$ cat src/rtl/core/time_decaying_bloom_filter_unit_assert.svh
// ----------------------------------------------------------------------------
// Time-decaying Bloom filter assertion macros
// Concurrent assertion wrappers that are compiled out under synthesis.
// ----------------------------------------------------------------------------
`ifndef TIME_DECAYING_BLOOM_FILTER_UNIT_ASSERT_SVH
`define TIME_DECAYING_BLOOM_FILTER_UNIT_ASSERT_SVH

`ifndef SYNTHESIS

`define TDBF_ASSERT_IMPL(label, clk, rst_n, ante, cons, msg) \
    label: assert property (@(posedge clk) disable iff (!rst_n) (ante) |-> (cons)) \
        else $error(msg);

`define TDBF_ASSERT_NEXT(label, clk, rst_n, ante, cons, msg) \
    label: assert property (@(posedge clk) disable iff (!rst_n) (ante) |=> (cons)) \
        else $error(msg);

`else

`define TDBF_ASSERT_IMPL(label, clk, rst_n, ante, cons, msg)

`define TDBF_ASSERT_NEXT(label, clk, rst_n, ante, cons, msg)

`endif

`endif

$ cat src/rtl/core/tdbf_pkg.sv
// ----------------------------------------------------------------------------
// Time-decaying Bloom filter package
// Shared types, request codes, controller states and control structures.
// ----------------------------------------------------------------------------
`default_nettype none

package tdbf_pkg;

    localparam int SLOTS      = 4096;
    localparam int SLOT_AW    = $clog2(SLOTS);
    localparam int MAX_HASHES = 8;
    localparam int HASH_AW    = $clog2(MAX_HASHES);
    localparam int CNT_W      = 4;
    localparam int REQ_W      = 4;
    localparam int TOTAL_W    = 13;
    localparam int TIMEOUT_W  = 16;

    localparam logic [TIMEOUT_W-1:0] TIMEOUT_RESET = 16'd60;
    localparam logic [TOTAL_W-1:0]   TOTAL_MAX     = '1;

    typedef logic [REQ_W-1:0] req_code_t;

    localparam req_code_t REQ_ADD           = 4'd0;
    localparam req_code_t REQ_LOOKUP        = 4'd1;
    localparam req_code_t REQ_HAS_EXPIRED   = 4'd2;
    localparam req_code_t REQ_RESET_IF_EXP  = 4'd3;
    localparam req_code_t REQ_CLEAR_EXPIRED = 4'd4;
    localparam req_code_t REQ_COUNT_EXPIRED = 4'd5;
    localparam req_code_t REQ_COUNT_LIVE    = 4'd6;
    localparam req_code_t REQ_CLEAR_ALL     = 4'd7;
    localparam req_code_t REQ_TICK          = 4'd8;
    localparam req_code_t REQ_RESTART_TIME  = 4'd9;

    typedef struct packed {
        logic [REQ_W-1:0]   req_type;
        logic [CNT_W-1:0]   index_count;
        logic [SLOT_AW-1:0] slot_index_0;
        logic [SLOT_AW-1:0] slot_index_1;
        logic [SLOT_AW-1:0] slot_index_2;
        logic [SLOT_AW-1:0] slot_index_3;
        logic [SLOT_AW-1:0] slot_index_4;
        logic [SLOT_AW-1:0] slot_index_5;
        logic [SLOT_AW-1:0] slot_index_6;
        logic [SLOT_AW-1:0] slot_index_7;
    } req_item_t;

    typedef struct packed {
        logic               present;
        logic               expired;
        logic [TOTAL_W-1:0] slot_total;
    } rsp_item_t;

    typedef enum logic [3:0] {
        ST_BOOT,
        ST_IDLE,
        ST_DISPATCH,
        ST_HREAD,
        ST_HEVAL,
        ST_HCHECK,
        ST_HWRITE,
        ST_SWEEP,
        ST_SDRAIN,
        ST_CLEAR,
        ST_DONE
    } ctrl_state_t;

    typedef struct packed {
        logic load_req;
        logic hash_rd;
        logic hash_wr;
        logic k_rst;
        logic sweep_rd;
        logic reap_en;
        logic clr_wr;
        logic time_tick;
        logic time_zero;
        logic result_load;
    } dp_cmd_t;

    typedef struct packed {
        req_code_t req_type;
        logic      cnt_zero;
        logic      hash_last;
        logic      addr_last;
        logic      expired_hit;
        logic      rsp_free;
    } dp_status_t;

endpackage

`default_nettype wire

$ cat src/rtl/core/tdbf_ctrl.sv
// ----------------------------------------------------------------------------
// Time-decaying Bloom filter controller
// Sequences table clearing, hashed slot accesses, sweeps and result hand-off.
// ----------------------------------------------------------------------------
`default_nettype none

module tdbf_ctrl (
    input  wire logic                  clk,
    input  wire logic                  rst_n,
    input  wire logic                  req_valid,
    output logic                       req_stall,
    input  wire tdbf_pkg::dp_status_t  status,
    output tdbf_pkg::dp_cmd_t          cmd
);

    import tdbf_pkg::*;

    ctrl_state_t state_reg;
    ctrl_state_t state_next;

    always_ff @(posedge clk or negedge rst_n)
    begin
        if (!rst_n)
        begin
            state_reg <= ST_BOOT;
        end
        else
        begin
            state_reg <= state_next;
        end
    end

    always_comb
    begin
        state_next = state_reg;
        unique case (state_reg)
            ST_BOOT:
            begin
                if (status.addr_last)
                begin
                    state_next = ST_IDLE;
                end
            end
            ST_IDLE:
            begin
                if (req_valid)
                begin
                    state_next = ST_DISPATCH;
                end
            end
            ST_DISPATCH:
            begin
                case (status.req_type)
                    REQ_ADD:
                    begin
                        state_next = status.cnt_zero ? ST_DONE : ST_HWRITE;
                    end
                    REQ_LOOKUP, REQ_HAS_EXPIRED, REQ_RESET_IF_EXP:
                    begin
                        state_next = status.cnt_zero ? ST_DONE : ST_HREAD;
                    end
                    REQ_CLEAR_EXPIRED, REQ_COUNT_EXPIRED, REQ_COUNT_LIVE:
                    begin
                        state_next = ST_SWEEP;
                    end
                    REQ_CLEAR_ALL:
                    begin
                        state_next = ST_CLEAR;
                    end
                    default:
                    begin
                        state_next = ST_DONE;
                    end
                endcase
            end
            ST_HREAD:
            begin
                if (status.hash_last)
                begin
                    state_next = ST_HEVAL;
                end
            end
            ST_HEVAL:
            begin
                state_next = ST_HCHECK;
            end
            ST_HCHECK:
            begin
                if (status.req_type == REQ_RESET_IF_EXP && status.expired_hit)
                begin
                    state_next = ST_HWRITE;
                end
                else
                begin
                    state_next = ST_DONE;
                end
            end
            ST_HWRITE:
            begin
                if (status.hash_last)
                begin
                    state_next = ST_DONE;
                end
            end
            ST_SWEEP:
            begin
                if (status.addr_last)
                begin
                    state_next = ST_SDRAIN;
                end
            end
            ST_SDRAIN:
            begin
                state_next = ST_DONE;
            end
            ST_CLEAR:
            begin
                if (status.addr_last)
                begin
                    state_next = ST_DONE;
                end
            end
            ST_DONE:
            begin
                if (status.rsp_free)
                begin
                    state_next = ST_IDLE;
                end
            end
            default:
            begin
                state_next = ST_IDLE;
            end
        endcase
    end

    always_comb
    begin
        cmd       = '0;
        req_stall = 1'b1;
        unique case (state_reg)
            ST_BOOT:
            begin
                cmd.clr_wr = 1'b1;
            end
            ST_IDLE:
            begin
                req_stall    = 1'b0;
                cmd.load_req = req_valid;
            end
            ST_DISPATCH:
            begin
                cmd.time_tick = (status.req_type == REQ_TICK);
                cmd.time_zero = (status.req_type == REQ_RESTART_TIME)
                             || (status.req_type == REQ_CLEAR_ALL);
            end
            ST_HREAD:
            begin
                cmd.hash_rd = 1'b1;
            end
            ST_HEVAL:
            begin
            end
            ST_HCHECK:
            begin
                cmd.k_rst = 1'b1;
            end
            ST_HWRITE:
            begin
                cmd.hash_wr = 1'b1;
            end
            ST_SWEEP:
            begin
                cmd.sweep_rd = 1'b1;
                cmd.reap_en  = (status.req_type == REQ_CLEAR_EXPIRED);
            end
            ST_SDRAIN:
            begin
                cmd.reap_en = (status.req_type == REQ_CLEAR_EXPIRED);
            end
            ST_CLEAR:
            begin
                cmd.clr_wr = 1'b1;
            end
            ST_DONE:
            begin
                cmd.result_load = status.rsp_free;
            end
            default:
            begin
            end
        endcase
    end

endmodule

`default_nettype wire

$ cat config.mk
export PLATFORM = sky130hd
export DESIGN_NAME = tdbf_ctrl
export DESIGN_NICKNAME = d
export VERILOG_FILES = /design/src/rtl/core/time_decaying_bloom_filter_unit_assert.svh /design/src/rtl/core/tdbf_pkg.sv /design/src/rtl/core/tdbf_ctrl.sv
export SDC_FILE = /design/constraint.sdc
export NUM_CORES = 1
export LEC_CHECK = 0
export CAP_MARGIN = 25
export CORE_AREA = 2 2 39 41
export DETAILED_ROUTE_END_ITERATION = 8
export DIE_AREA = 0 0 41 43
export DONT_BUFFER_PORTS = 1
export PLACE_DENSITY_LB_ADDON = 0.25
export RECOVER_POWER = 25
export SLEW_MARGIN = 15
export SYNTH_ARGS = -nofsm -noshare
export SYNTH_HDL_FRONTEND = slang
export SYNTH_SLANG_ARGS = --single-unit
$ cat constraint.sdc
create_clock -name clk -period 2.5 [get_ports clk]
set_clock_uncertainty 0.2 [all_clocks]
set_input_delay 0.625 -clock clk [delete_from_list [all_inputs] [get_ports clk]]
set_output_delay 0.625 -clock clk [all_outputs]
set_load 0.01 [all_outputs]
==> impl_metrics.env, run 1 <==
export IMPL_path_max_fanout=7
export IMPL_port_buffers=0
export IMPL_num_antenna_cells=0
export IMPL_clock_sinks=4
export IMPL_slew_violations=0
export IMPL_synth_seq_area_share_pct=17.66
export IMPL_num_rows=14
export IMPL_setup_viol=0
export IMPL_grt_pass1_vias=536
export IMPL_crit_path_end="cmd[9]"
export IMPL_fin_nets=101
export IMPL_worstPathRequired_ns=1.67
export IMPL_post_dp_hpwl_um=1069
export IMPL_crit_arrival_ns=1.51
export IMPL_crit_start="state_reg[1]$_DFFE_PN0P_"
export IMPL_critPathLaunchType="flop"
export IMPL_ys_ff_latch=4
export IMPL_clk_pin_slew_ns=0.04
export IMPL_grt_usage_pct=17.82
export IMPL_netlist_area_um2=566.8
export IMPL_grt_use_met3_pct=3.141
export IMPL_r2r_slack_ns=0.51
export IMPL_slew_headroom_pct=75.55
export IMPL_syn_instance_count=85
export IMPL_via_per_inst=5.961
export IMPL_hold_violations=0
export IMPL_r2r_start="state_reg[3]$_DFFE_PN0P_"
export IMPL_wl_per_cell_um=13.50
export IMPL_place_ws_ns=0.3837
export IMPL_setup_worst_path_end_class="output pin"
export IMPL_setup_worst_path_class="reg -> out"
export IMPL_fin_crit_sh_pct=93.44
export IMPL_fin_setup_tns_ns=0
export IMPL_total_power_mw=0.7215
export IMPL_r2r_end="state_reg[2]$_DFFE_PN0P_"
export IMPL_p_per_area_mw_per_mm2=1149
export IMPL_reg2regPathDepth=6
export IMPL_grt_ovfl_total=0
export IMPL_clk_latency_ns=0.23
export IMPL_coreArea_mm2=0.001384
export IMPL_route_detailed_drc=0
export IMPL_busiest_layer="met2"
export IMPL_final_area_um2=628.1
export IMPL_fin_crit_ns=2.336
export IMPL_outcome="finished clean"
export IMPL_worst_pin_slew_ns=0.3639
export IMPL_grtUsageMet2_pct=26.56
export IMPL_first_pass_iters=4
export IMPL_grt_antenna_before_repair=0
export IMPL_htreeDepth=1
export IMPL_die_w_um=41
export IMPL_ys_warn_count=0
export IMPL_clock_path_buffers=2
export IMPL_routed_wl_um=1390
export IMPL_vias=614
export IMPL_synth_distinct_cells=33
export IMPL_cts_tree="done"
export IMPL_drtAntennaViolNets=0
export IMPL_holdCritPathClass="in -> async"
export IMPL_maxCapViolCount=0
export IMPL_largest_reg_flops=4
export IMPL_layout_setup_ws_ns=0.1641
export IMPL_die_y_um=43
export IMPL_initial_core_util_pct=40.96
export IMPL_synth_area_per_cell_um2=6.668
export IMPL_place_congestion=0.8235
export IMPL_max_freq_ghz=0.4281
export IMPL_leakage_nw=0.2508
export IMPL_grt_max_degree=16
export IMPL_grt_util_met1_pct=24.03
export IMPL_vdd_ir_drop_worst_mv=0.4621
export IMPL_die_area_mm2=0.001763
export IMPL_area_delta_synth_final_pct=10.82
export IMPL_place_area_um2=589.3
export IMPL_rsz0062_at_grt="false"
export IMPL_drtIter0Drc=14
export IMPL_synth_nets=97
export IMPL_root_buffer="clkbuf_4"
export IMPL_drive_above_1_share_pct=13.79
export IMPL_grt_pass1_wl_um=2201
export IMPL_ioPinCount=23
export IMPL_cts_made_buffers=3
## critical path: stages, from the launching register on
cell,delay [ns]
dfrtp_1,0.44
nand2b_1,0.24
or3_1,0.40
nor2_1,0.20
## stage by stage
step,std cells,hold WS [ns],util (%)
after floorplan,85,0.1294,-
after global placement,99,0.1295,42.59
after detailed placement,99,0.1295,42.59
after CTS,103,0.4662,44.94
after global routing,103,0.4727,45.39
final,103,0.4672,45.39
## where the power goes
group	leakage [nW]	switching, mW	internal, mW
clock network	0.0138	0.0229	0.0535
logic	0.187	0.294	0.211
registers	0.0499	0.0415	0.0983
total	0.251	0.359	0.363
## logic make-up (layout without fill, tap and decap cells)
kind of cell,Yosys count,count (layout),synth area share [%]
flops,4,4,17.66
mux,2,2,4.414
simple gates,43,43,38.41
buf+inv,11,13,9.492
compound gates,25,25,30.02
## metal layers
| layer | vias to the layer above | part of all wire (%) |
|---|---|---|
| li1 | 316 | - |
| met1 | 280 | 46 |
| met2 | 16 | 46 |
| met3 | 2 | 7.3 |
| met4 | 0 | 1.0 |
| met5 | - | 0 |
## worst min-delay path by stage
stage / from / to / slack [ns]
after global placement: rst_n / state_reg[0]$_DFFE_PN0P_ / 0.13
after floorplan: rst_n / state_reg[0]$_DFFE_PN0P_ / 0.13
after global routing: rst_n / state_reg[3]$_DFFE_PN0P_ / 0.47
after CTS: rst_n / state_reg[1]$_DFFE_PN0P_ / 0.47
after detailed placement: rst_n / state_reg[0]$_DFFE_PN0P_ / 0.13
final: rst_n / state_reg[1]$_DFFE_PN0P_ / 0.47
## layout by cell type (no fill, tap or decap)
| cell type | count |
|---|---|
| nor2_1 | 15 |
| nand2_1 | 8 |
| a21oi_1 | 7 |
| o21ai_0 | 6 |
| buf_4 | 6 |
| nor3_1 | 4 |
| dfrtp_1 | 4 |
| nand2b_1 | 3 |
| inv_1 | 3 |
| nor2b_1 | 3 |
| nor3b_1 | 3 |
| clkbuf_4 | 3 |
| or3_1 | 2 |
| o311a_1 | 2 |
| and3_1 | 1 |
| nor4b_2 | 1 |
| and4_1 | 1 |
| mux2i_1 | 1 |
| a32oi_1 | 1 |
| mux2_4 | 1 |
| o221ai_2 | 1 |
| o32ai_1 | 1 |
| o22ai_1 | 1 |
| and3b_1 | 1 |
| o21bai_1 | 1 |
| a41oi_1 | 1 |
| o21ai_1 | 1 |
| o31ai_1 | 1 |
| nor4_1 | 1 |
| o31a_1 | 1 |
| o41ai_1 | 1 |
| dlygate4sd3_1 | 1 |
## area by class of cell
cell class	instances	area (µm²)
fill	145	755.7
multi-input combinational	70	419.2
sequential	4	100.1
timing repair buffer	7	55.05
clock buffer	3	22.52
tap	16	20.02
inverter	3	11.26
## timing repair
action                                 4_1_cts  5_1_grt
buffers inserted                             0        0
resized for setup                            0        1
setup endpoints to repair                    0        1
hold buffers                                 1        0
endpoints found under the hold margin        4        0
## Yosys cell counts
master,number,area share [%]
o21ai_1,1,0.88
nor3_1,4,3.5
o21ai_0,6,5.3
o221ai_2,1,2.6
and3_1,1,1.1
nor2b_1,3,3.3
a21oi_1,7,6.2
o22ai_1,1,1.1
buf_4,1,1.3
buf_2,1,0.88
mux2i_1,1,1.8
clkbuf_1,5,3.3
nand2_1,8,5.3
and3b_1,1,1.5
mux2_4,1,2.6
o21bai_1,1,1.3
or3_1,2,2.2
and4_1,1,1.5
a32oi_1,1,1.5
buf_6,1,2.0
nand2b_1,3,3.3
o31ai_1,1,1.3
nor4_1,1,1.1
nor3b_1,3,4.0
nor2_1,15,9.9
a41oi_1,1,1.5
o32ai_1,1,1.5
nor4b_1,1,1.5
o31a_1,1,1.5
inv_1,3,2.0
o41ai_1,1,1.5
dfrtp_1,4,18
o311a_1,2,3.5
No activity file was read; power rests on OpenSTA's default activity.
==> run 2: changes to the inputs <==
--- a/config.mk
+++ b/config.mk
@@ -10,7 +10,7 @@
 export DETAILED_ROUTE_END_ITERATION = 8
 export DIE_AREA = 0 0 41 43
 export DONT_BUFFER_PORTS = 1
-export PLACE_DENSITY_LB_ADDON = 0.25
+export PLACE_DENSITY = 0.63
 export RECOVER_POWER = 25
 export SLEW_MARGIN = 15
 export SYNTH_ARGS = -nofsm -noshare
==> constraint.sdc (replaced) <==
create_clock -name clk -period 2.5 [get_ports clk]
set_clock_uncertainty 0.2 [all_clocks]
set_input_delay 0.625 -clock clk [delete_from_list [all_inputs] [get_ports clk]]
set_output_delay 0.625 -clock clk [all_outputs]
set_load 0.1 [all_outputs]
==> run 2 against run 1 <==
Effect of this change: design area rose by 42%; largest power group unchanged; hold slack got worse by 0.016 ns; critical path depth rose by 1.
==> impl_metrics.env, run 2 (synthesis gave the netlist of run 1 again) <==
export IMPL_slowest_stage="dfrtp_2"
export IMPL_p_per_area_mw_per_mm2=1373
export IMPL_die_w_um=41
export IMPL_grt_ovfl_total=0
export IMPL_clk_pin_slew_ns=0.04
export IMPL_post_dp_hpwl_um=1270
export IMPL_ioPinCount=23
export IMPL_outcome="finished clean"
export IMPL_layout_setup_ws_ns=0.04959
export IMPL_worstPathRequired_ns=1.67
export IMPL_leakage_nw=0.3477
export IMPL_total_power_mw=1.228
export IMPL_grt_pass1_wl_um=2484
export IMPL_finish_utilization_pct=64.65
export IMPL_cts_made_buffers=3
export IMPL_worst_pin_slew_ns=0.4149
export IMPL_postCtsSetupRepairBufs=0
export IMPL_fin_crit_ns=2.450
export IMPL_slew_violations=0
export IMPL_final_common_cell="nor2_1"
export IMPL_drtIter0Drc=20
export IMPL_clock_path_buffers=2
export IMPL_setup_worst_path_end_class="output pin"
export IMPL_fin_crit_sh_pct=98.02
export IMPL_r2r_end="state_reg[2]$_DFFE_PN0P_"
export IMPL_route_detailed_drc=0
export IMPL_final_cell_mix="nor2_1, buf_4, buf_12"
export IMPL_place_ws_ns=0.2191
export IMPL_fin_nets=112
export IMPL_path_max_fanout=7
export IMPL_cts_tree="done"
export IMPL_num_antenna_cells=0
export IMPL_slew_headroom_pct=72.34
export IMPL_num_fill_cells=113
export IMPL_r2r_slack_ns=0.52
export IMPL_final_area_um2=894.6
export IMPL_port_buffers=0
export IMPL_numPlacedInstances=110
export IMPL_crit_arrival_ns=1.63
export IMPL_num_rows=14
export IMPL_instances_no_fill=114
export IMPL_largest_reg_flops=4
export IMPL_hold_violations=0
export IMPL_setup_viol=0
export IMPL_coreArea_mm2=0.001384
export IMPL_die_y_um=43
export IMPL_drive_above_1_share_pct=41.84
export IMPL_via_per_inst=5.991
export IMPL_first_pass_iters=4
export IMPL_grt_pass1_vias=590
export IMPL_initial_core_util_pct=40.96
export IMPL_maxCapViolCount=0
export IMPL_clock_sinks=4
export IMPL_grt_antenna_before_repair=0
export IMPL_place_congestion=0.7965
export IMPL_root_buffer="clkbuf_4"
export IMPL_setup_worst_path_class="reg -> out"
export IMPL_area_delta_synth_final_pct=57.84
export IMPL_vdd_ir_drop_worst_mv=1.250
export IMPL_reg2regPathDepth=6
export IMPL_grt_max_degree=13
export IMPL_wl_per_cell_um=14.09
export IMPL_routed_wl_um=1606
export IMPL_grt_usage_pct=20.95
export IMPL_path_cells="nand2b_2, or3_4, nor2_4, buf_12"
export IMPL_critPathLaunchType="flop"
export IMPL_rsz0062_at_grt="true"
export IMPL_die_area_mm2=0.001763
export IMPL_max_freq_ghz=0.4081
export IMPL_drtAntennaViolNets=0
export IMPL_r2r_start="state_reg[3]$_DFFE_PN0P_"
export IMPL_htreeDepth=1
export IMPL_cp_slowest_stage_delay_ns=0.46
export IMPL_place_area_um2=850.8
export IMPL_vias=683
export IMPL_clk_latency_ns=0.25
export IMPL_holdCritPathClass="in -> async"
[run 2: cell types whose count changed in the layout (fill, tap and decap cells not counted), sizes merged]
| cell | delta |
|---|---|
| buf | +11 |
[run 2: how the worst max path moves through the flow]
stage	from	to	cells after the start
after floorplan	state_reg[0]$_DFFE_PN0P_	cmd[4]	6
after global routing	state_reg[1]$_DFFE_PN0P_	cmd[9]	4
after detailed placement	state_reg[0]$_DFFE_PN0P_	cmd[2]	4
after CTS	state_reg[1]$_DFFE_PN0P_	cmd[9]	4
final	state_reg[1]$_DFFE_PN0P_	cmd[9]	4
after global placement	state_reg[0]$_DFFE_PN0P_	cmd[2]	4
[run 2: worst max-delay path: cells and delay by family (launching register included)]
| family | cells | cell delay (ns) |
|---|---|---|
| DFF | 1 | 0.46 |
| buffers and inverters | 1 | 0.18 |
| and+or+nand+nor | 3 | 0.74 |
[run 2: timing repair]
| action | CTS | global route |
|---|---|---|
| hold buffers | 1 | 0 |
| setup endpoints to repair | 2 | 4 |
| endpoints found under the hold margin | 4 | 0 |
| pin swaps | 0 | 1 |
| resized for setup | 1 | 4 |
[run 2: power by group]
group	switching (mW)	leakage [nW]	total, mW	internal, mW
registers	0.0550	0.0488	0.155	0.0998
clock network	0.0305	0.0138	0.0845	0.0539
logic	0.628	0.285	0.989	0.361
[run 2: final cells by class]
class / instances / area (µm²) / share of cell area, %
Multi-Input combinational cell: 70 / 501.7 / 56.08
Timing Repair Buffer: 18 / 237.7 / 26.57
Sequential cell: 4 / 101.3 / 11.33
Clock buffer: 3 / 22.52 / 2.517
Tap cell: 16 / 20.02 / 2.238
Inverter: 3 / 11.26 / 1.259
[run 2: layer usage]
layer | part of all wire (%) | up-vias | GRT usage [%] | routed length, µm
met3 | 5.9 | 3 | 5.236 | 95
met5 | 0 | - | 0 | 0
met2 | 53 | 26 | 30.31 | 847
met1 | 41 | 317 | 27.60 | 651
met4 | 0.68 | 0 | 10.67 | 11
li1 | - | 337 | - | -
[run 2: metrics by stage]
| stage | hold WS [ns] | TNS (ns) |
|---|---|---|
| 6_report | 0.4513 | 0 |
| 5_1_grt | 0.4574 | -0.005516 |
| 4_1_cts | 0.4541 | 0 |
| 3_5_place_dp | 0.1295 | 0 |
| 3_3_place_gp | 0.1295 | 0 |
| 2_1_floorplan | 0.1294 | -2.014 |
